--- config.mk ---
export PLATFORM = sky130hd
export DESIGN_NAME = cpt_sqrt
export DESIGN_NICKNAME = d
export VERILOG_FILES = /design/src/hdl/cpt_pkg.sv /design/src/hdl/cpt_sqrt.sv
export SDC_FILE = /design/constraint.sdc
export NUM_CORES = 2
export LEC_CHECK = 0
export BUFFER_PORTS_ARGS = -buffer_cell sky130_fd_sc_hd__buf_2
export CAP_MARGIN = 20
export CORE_ASPECT_RATIO = 0.7
export CORE_MARGIN = 4
export CORE_UTILIZATION = 55
export DETAILED_ROUTE_END_ITERATION = 10
export PLACE_DENSITY_LB_ADDON = 0.12
export SLEW_MARGIN = 20
export SYNTH_ARGS = -nofsm -noshare
export SYNTH_HDL_FRONTEND = slang
export SYNTH_MEMORY_MAX_BITS = 65536
export SYNTH_SLANG_ARGS = --single-unit
--- constraint.sdc ---
create_clock -name clk_i -period 4 [get_ports clk_i]
set_input_delay 0.6 -clock clk_i [delete_from_list [all_inputs] [get_ports clk_i]]
set_output_delay 0.6 -clock clk_i [all_outputs]
set_load 0.01 [all_outputs]
--- src/hdl/cpt_pkg.sv ---
// shared widths, register codes and pipeline sideband types
`timescale 1ns / 1ps
package cpt_pkg;
  localparam int unsigned CoordW      = 32;
  localparam int unsigned LenW        = 31;
  localparam int unsigned SqW         = 64;
  localparam int unsigned RootW       = 32;
  localparam int unsigned QuoW        = 31;
  localparam int unsigned ProdW       = 62;
  localparam int unsigned SqrtStages  = SqW / 2;
  localparam int unsigned DivStages   = QuoW;
  localparam int unsigned PreStages   = 3;
  localparam int unsigned Latency     = PreStages + SqrtStages + 1 + DivStages;
  localparam int unsigned AddrW       = 3;

  // register index codes
  localparam logic REG_HALF_LENGTH = 1'b0;
  localparam logic REG_RADIUS      = 1'b1;

  // sideband carried alongside the square root
  typedef struct packed {
    logic              in_pt;
    logic              in_all;
    logic [CoordW-1:0] px;
    logic [CoordW-1:0] ay;
    logic [CoordW-1:0] az;
    logic              sy;
    logic              sz;
  } root_side_t;

  // sideband carried alongside the dividers
  typedef struct packed {
    logic              in_pt;
    logic              in_all;
    logic [CoordW-1:0] px;
    logic              sy;
    logic              sz;
    logic              zero;
  } div_side_t;
endpackage

--- src/hdl/cpt_sqrt.sv ---
// pipelined integer square root, two radicand bits per stage
`timescale 1ns / 1ps
module cpt_sqrt (
  input  logic                       clk_i,
  input  logic                       en_i,
  input  logic [cpt_pkg::SqW-1:0]    rad_i,
  output logic [cpt_pkg::RootW-1:0]  root_o
);
  import cpt_pkg::*;

  logic [SqW-1:0]   val_q  [SqrtStages];
  logic [RootW+1:0] rem_q  [SqrtStages];
  logic [RootW-1:0] root_q [SqrtStages];

  for (genvar i = 0; i < SqrtStages; i++) begin : g_stage
    logic [SqW-1:0]   val_in;
    logic [RootW+1:0] rem_in;
    logic [RootW-1:0] root_in;
    logic [RootW+1:0] rem_sh;
    logic [RootW+1:0] trial;

    if (i == 0) begin : g_first
      assign val_in  = rad_i;
      assign rem_in  = '0;
      assign root_in = '0;
    end else begin : g_next
      assign val_in  = val_q[i-1];
      assign rem_in  = rem_q[i-1];
      assign root_in = root_q[i-1];
    end

    // bring down two bits and try the next root bit
    assign rem_sh = {rem_in[RootW-1:0], val_in[SqW-1 -: 2]};
    assign trial  = {root_in, 2'b01};

    always_ff @(posedge clk_i) begin
      if (en_i) begin
        val_q[i] <= val_in << 2;
        if (rem_sh >= trial) begin
          rem_q[i]  <= rem_sh - trial;
          root_q[i] <= {root_in[RootW-2:0], 1'b1};
        end else begin
          rem_q[i]  <= rem_sh;
          root_q[i] <= {root_in[RootW-2:0], 1'b0};
        end
      end
    end
  end

  assign root_o = root_q[SqrtStages-1];
endmodule

## After elaboration in Yosys (flattened, before gate mapping)

Memories as Yosys holds them, arrays and structs flattened.
Index checks and enable logic that the tools add are counted.

| storage, ports and cells | value |
|---|---|
| bits in registers | 0 |
| bits in latches | 0 |
| bits in writable memories | 4,096 |
| bits in read-only memories | 0 |
| input port bits | 66 |
| output and inout bits | 32 |
| word-level logic and storage cells | 389 |
| memories | 3 |

| cells by class | value |
|---|---|
| add/subtract/negate cells | 32 |
| $mul | 0 |
| divide/modulo/power cells | 0 |
| order comparisons | 32 |
| equal/unequal tests | 0 |
| shift operators | 0 |
| muxes and demuxes | 258 |
| bitwise logic cells | 64 |
| reductions and logical operators | 0 |

Memories:

| name | depth | width | read ports | clocked after memory_dff | write ports | RTL line | text |
|---|---|---|---|---|---|---|---|
| val_q | 32 | 62 | 31 | 0 | 32 | cpt_sqrt.sv:11 | `logic [SqW-1:0] val_q [SqrtStages];` |
| rem_q | 32 | 34 | 31 | 0 | 32 | cpt_sqrt.sv:12 | `logic [RootW+1:0] rem_q [SqrtStages];` |
| root_q | 32 | 32 | 32 | 0 | 32 | cpt_sqrt.sv:13 | `logic [RootW-1:0] root_q [SqrtStages];` |

Operator list:

| operator | number |
|---|---|
| 2-to-1 mux 34 bit | 32 |
| greater-or-equal comparator 34 bit | 31 |
| subtractor 34 bit | 31 |
| 2-to-1 mux 32 bit | 32 |
| 2-to-1 mux 1 bit | 194 |
| bitwise OR 1 bit | 64 |
| subtractor 2 x 1 -> 3 bit (second input constant) | 1 |
| greater-or-equal comparator 2 x 1 -> 1 bit (second input constant) | 1 |

## Depth between registers and ports, before layout

An unclocked memory read counts as a cell.

| logic depth | value |
|---|---|
| depth after elaboration | 6 |
| depth in mapped cells | 14 |
| gate-level depth less buffers | 12 |

## Worst setup path before layout

No wires, ideal clock.

| path | value |
|---|---|
| path type | register -> register |
| start point | memory rem_q[1][272] in the netlist's numbering |
| end point | memory rem_q[1][330] in the netlist's numbering (data pin) |
| library setup time | 0.256 ns |
| arrival | 3.485 ns |
| required time | 3.744 ns |
| slack | 0.259 ns |
| stages on the path, launching flop included | 12 |
| path buffers | 2 |
| period minus slack after synthesis | 3.741 ns |
| cells stage by stage | edfxtp_1 -> ha_1 -> nor2b_1 -> o31a_1 -> o31a_1 -> o41ai_1 -> o211ai_1 -> o31a_1 -> or3_1 -> clkbuf_1 -> clkbuf_1 -> a31o_2 |

RTL lines:

| item | RTL line |
|---|---|
| start, declared | cpt_sqrt.sv:12 |

==> metrics.txt <==
starting density of the core=55.39%; worst setup slack for register-to-register paths=0.24 ns; Highest Clock Rate=0.2661 GHz; dominant cells by area after synthesis=sky130_fd_sc_hd__edfxtp_1 64%, sky130_fd_sc_hd__ha_1 6.1%, sky130_fd_sc_hd__xnor2_1 3.1%; kind of critical path=flop to flop; combinational power share=22.7%; Primary FF master, synth=sky130_fd_sc_hd__edfxtp_1; Worst Setup End Kind=flop; instance area after placement=120,000 um2; number of endpoints failing setup at the final stage=0; Worst Path Required=4.60 ns; post-route total power=73.74 mW; CP cell instances=or4_4 -> or3_4 -> or4_4 -> or3_4 -> or3_4 -> a211o_4 -> nor3_4 -> buf_4 -> o31ai_1; Avg Inst Size Synth=12.82 um2; largest area contributor in the netlist=sky130_fd_sc_hd__edfxtp_1; Iteration-0 DRC Markers=6,391; wire length reported by the detailed router=240.7 mm; number of stages on the worst hold path=3; Hold Path Origin=rad_i[62]; most frequent cell after synthesis=sky130_fd_sc_hd__edfxtp_1; initial antenna violation count=5; proportion of register bits with asynchronous set or reset after synthesis=0%; via count=69.96k; GR met1 Demand/Resource=33.42%; routability congestion estimate from global placement=0.9000; Max-cap violations=0; relative contribution of the clock network to total power=29.6%; Net Sw Power=21.32 mW; number of synthesized flops with an enable pin=2,464; clock tree from TritonCTS=built; insertion delay of the later-clocked pin in the worst-skew pair=0.87 ns; share of the clock period used by the worst path after layout=93.96%; TritonCTS Sinks=2,465; Final Hold Slack=0.1143 ns; worst reg2reg path startpoint=rem_q[0][223]; vias in the first global route=67.13k; Clock Path Buffers=4; CP peak stage delay=0.56 ns; Crit path arrival time=4.36 ns; internal power=52.42 mW; number of detailed-route iterations in the first pass=7; endpoint of the worst hold path=rem_q[0][0]; Cell Pwr Density=575.9 nW/um2; min Tclk post-route=3.758 ns; number of H-tree levels=4; Synthesized Nets=9,638; clock tree skew after final layout=0.05984 ns; Slew @ Worst Pin=1.030 ns; die width=555.6 um; leading post-synthesis cells by instance count=2,464 x sky130_fd_sc_hd__edfxtp_1, 710 x sky130_fd_sc_hd__inv_1, 651 x sky130_fd_sc_hd__nand2_1; Unique masters post-synth=86; Floorplan Core Area=208,500 um2; DPL Wire Length=172.9 mm; peak-usage layer in the global routing report=met1; register share of total power=47.6%; Area growth syn-to-layout=10.89%; clock buffer count from CTS=232; Worst setup SP type=flop; DRC viols=0; category of cells accounting for the largest share of critical-path delay=simple AND/OR/NAND/NOR gates; synthesis-stage register bit count=2,465; total global routing overflow=0; post-synthesis sequential area ratio=64.10%; post-synth top area share=64.08%; highest ir drop seen on vdd=0.4185 mV; Filler Cells Inserted=16.10k; Cell Rows=140; RSZ-0062 raised after global routing=no; number of port buffers=97; number of hold-slack violations in the final timing report=0; Min-Delay Path Class=input port to flop; ports placed on the boundary=98; final setup TNS=0 ns; count of antenna-violating nets left after detailed routing=0; area of the mapped netlist=115,500 um2; Die Footprint=217,500 um2; share of cells above drive strength 1=7.393%; global-route wire length before repair=378.9 mm; met2 routing resource usage after global routing=33.38%; R2R depth=9; leakage component of the power=48.87 nW; met3 Resource Use GR=3.377%; cell with the most instances on the worst path=sky130_fd_sc_hd__or3_4; final net count=9,944; CTS Root Cell=sky130_fd_sc_hd__clkbuf_16; slack of the critical path=0.2415 ns; maximum number of pins on one net before global-route repair=181; pre-CTS setup slack=0.2488 ns; largest fanout on the critical path=11; Die Span Y=391.4 um; count of final max-slew check failures=0; Worst path slowest cell=sky130_fd_sc_hd__or4_4; Post-Synthesis Cells=9,010; mean routed wirelength per cell=19.62 um; tightest slew margin relative to the limit=31.35%; sw frac=28.91%; Non-Filler Cell Area, Final=128,000 um2; status=completed; clock-pin slew of the registers on the worst-case setup and hold paths=0.06 ns; GRT Util Overall=21.88%; destination of the worst register-to-register timing path=rem_q[0][246]; Syn. warnings=0; drt via density=5.703; count of buffering cells on the critical path with inverters included=1
worst min-delay path: cells and delay by family:
family | cells | cell delay [ns]
XOR/XNOR | 1 | 0.16
buffers and inverters | 2 | 0.12
power groups by stage:
stage	registers, mW	logic [mW]	clock network (mW)
floorplan	34.5	12.3	0
global placement	35.7	16.2	0
detailed placement	35.7	16.4	0
CTS	35.2	16.6	22.5
global route	35.4	18.6	23.6
finish	35.1	16.8	21.9
metal layers:
metal  vias to the layer above  routed length [um]  part of all wire, %
li1                      33960                   -                    -
met1                     33810              114700                   48
met2                      1852              107000                   44
met3                       343               14420                  6.0
met4                         0                4649                  1.9
met5                         -                   0                    0
cell type report:
| type | count | area, um2 | area share (%) |
|---|---|---|---|
| well taps | 2769 | 3465 | 2.706 |
| multi-input cells | 5617 | 38060 | 29.72 |
| diodes | 2 | 5.005 | 0.003909 |
| clock buffers | 281 | 6021 | 4.702 |
| repair buffers | 288 | 2381 | 1.860 |
| clock inverters | 133 | 1429 | 1.116 |
| flip-flops and latches | 2465 | 74010 | 57.80 |
| inverters | 712 | 2675 | 2.089 |
cell usage in the layout, fill, tap and decap left out, types with 33 or more instances in the layout:
master	count
sky130_fd_sc_hd__a211oi_1	50
sky130_fd_sc_hd__a21o_1	238
sky130_fd_sc_hd__a21oi_1	550
sky130_fd_sc_hd__a31oi_1	41
sky130_fd_sc_hd__and2_1	43
sky130_fd_sc_hd__and3_1	52
sky130_fd_sc_hd__buf_2	96
sky130_fd_sc_hd__buf_4	105
sky130_fd_sc_hd__clkbuf_1	47
sky130_fd_sc_hd__clkbuf_16	233
sky130_fd_sc_hd__clkinv_1	48
sky130_fd_sc_hd__clkinv_2	37
sky130_fd_sc_hd__dlygate4sd3_1	62
sky130_fd_sc_hd__edfxtp_1	2464
sky130_fd_sc_hd__ha_1	562
sky130_fd_sc_hd__inv_1	710
sky130_fd_sc_hd__mux2_2	76
sky130_fd_sc_hd__nand2_1	651
sky130_fd_sc_hd__nand2b_1	111
sky130_fd_sc_hd__nand3_1	160
sky130_fd_sc_hd__nand3b_1	33
sky130_fd_sc_hd__nand4_1	96
sky130_fd_sc_hd__nor2_1	509
sky130_fd_sc_hd__nor2b_1	74
sky130_fd_sc_hd__nor3_1	206
sky130_fd_sc_hd__nor4_1	106
sky130_fd_sc_hd__o211ai_1	42
sky130_fd_sc_hd__o21a_1	105
sky130_fd_sc_hd__o21ai_0	511
sky130_fd_sc_hd__o21bai_1	44
sky130_fd_sc_hd__o31ai_1	42
sky130_fd_sc_hd__or2_2	37
sky130_fd_sc_hd__or3_1	96
sky130_fd_sc_hd__or4_1	58
sky130_fd_sc_hd__xnor2_1	410
sky130_fd_sc_hd__xor2_1	368
worst max path at each step:
| stage | slack (ns) | startpoint | end | depth (start not counted) |
|---|---|---|---|---|
| 2_1_floorplan | 0.26 | rem_q[1][272] | rem_q[1][330] | 11 |
| 5_1_grt | 0.01 | rem_q[1][68] | rem_q[1][127] | 10 |
| 3_3_place_gp | 0.30 | rem_q[1][408] | rem_q[1][448] | 11 |
| 4_1_cts | 0.20 | rem_q[1][408] | rem_q[1][449] | 11 |
| 3_5_place_dp | 0.25 | rem_q[1][408] | rem_q[1][455] | 11 |
| 6_report | 0.24 | rem_q[0][223] | rem_q[0][246] | 9 |
repair_timing:
item	4_1_cts	5_1_grt
buffers inserted	0	0
hold buffers	62	0
setup endpoints to repair	0	2
endpoints found under the hold margin	62	0
gates resized for setup	0	1
metrics by stage:
stage / std cells / util (%)
floorplan: 9010 / -
global placement: 11790 / 57.55
detailed placement: 11790 / 57.55
CTS: 12270 / 61.42
global route: 12270 / 61.42
finish: 12270 / 61.43
kinds of logic after synthesis:
family | share of synthesized area [%]
DFF | 64.10
and+or+nand+nor | 10.13
AOI/OAI and AO/OA | 9.879
buffers and inverters | 3.024
xor gates and xnor gates | 5.901
adders and majority gates | 6.090
muxes | 0.8799
flip-flops by register name, summed over array words and instances, names as in the netlist:
register,cells
rem_q,945
root_q,528
val_q,992
(Power assumes the default switching activity.)
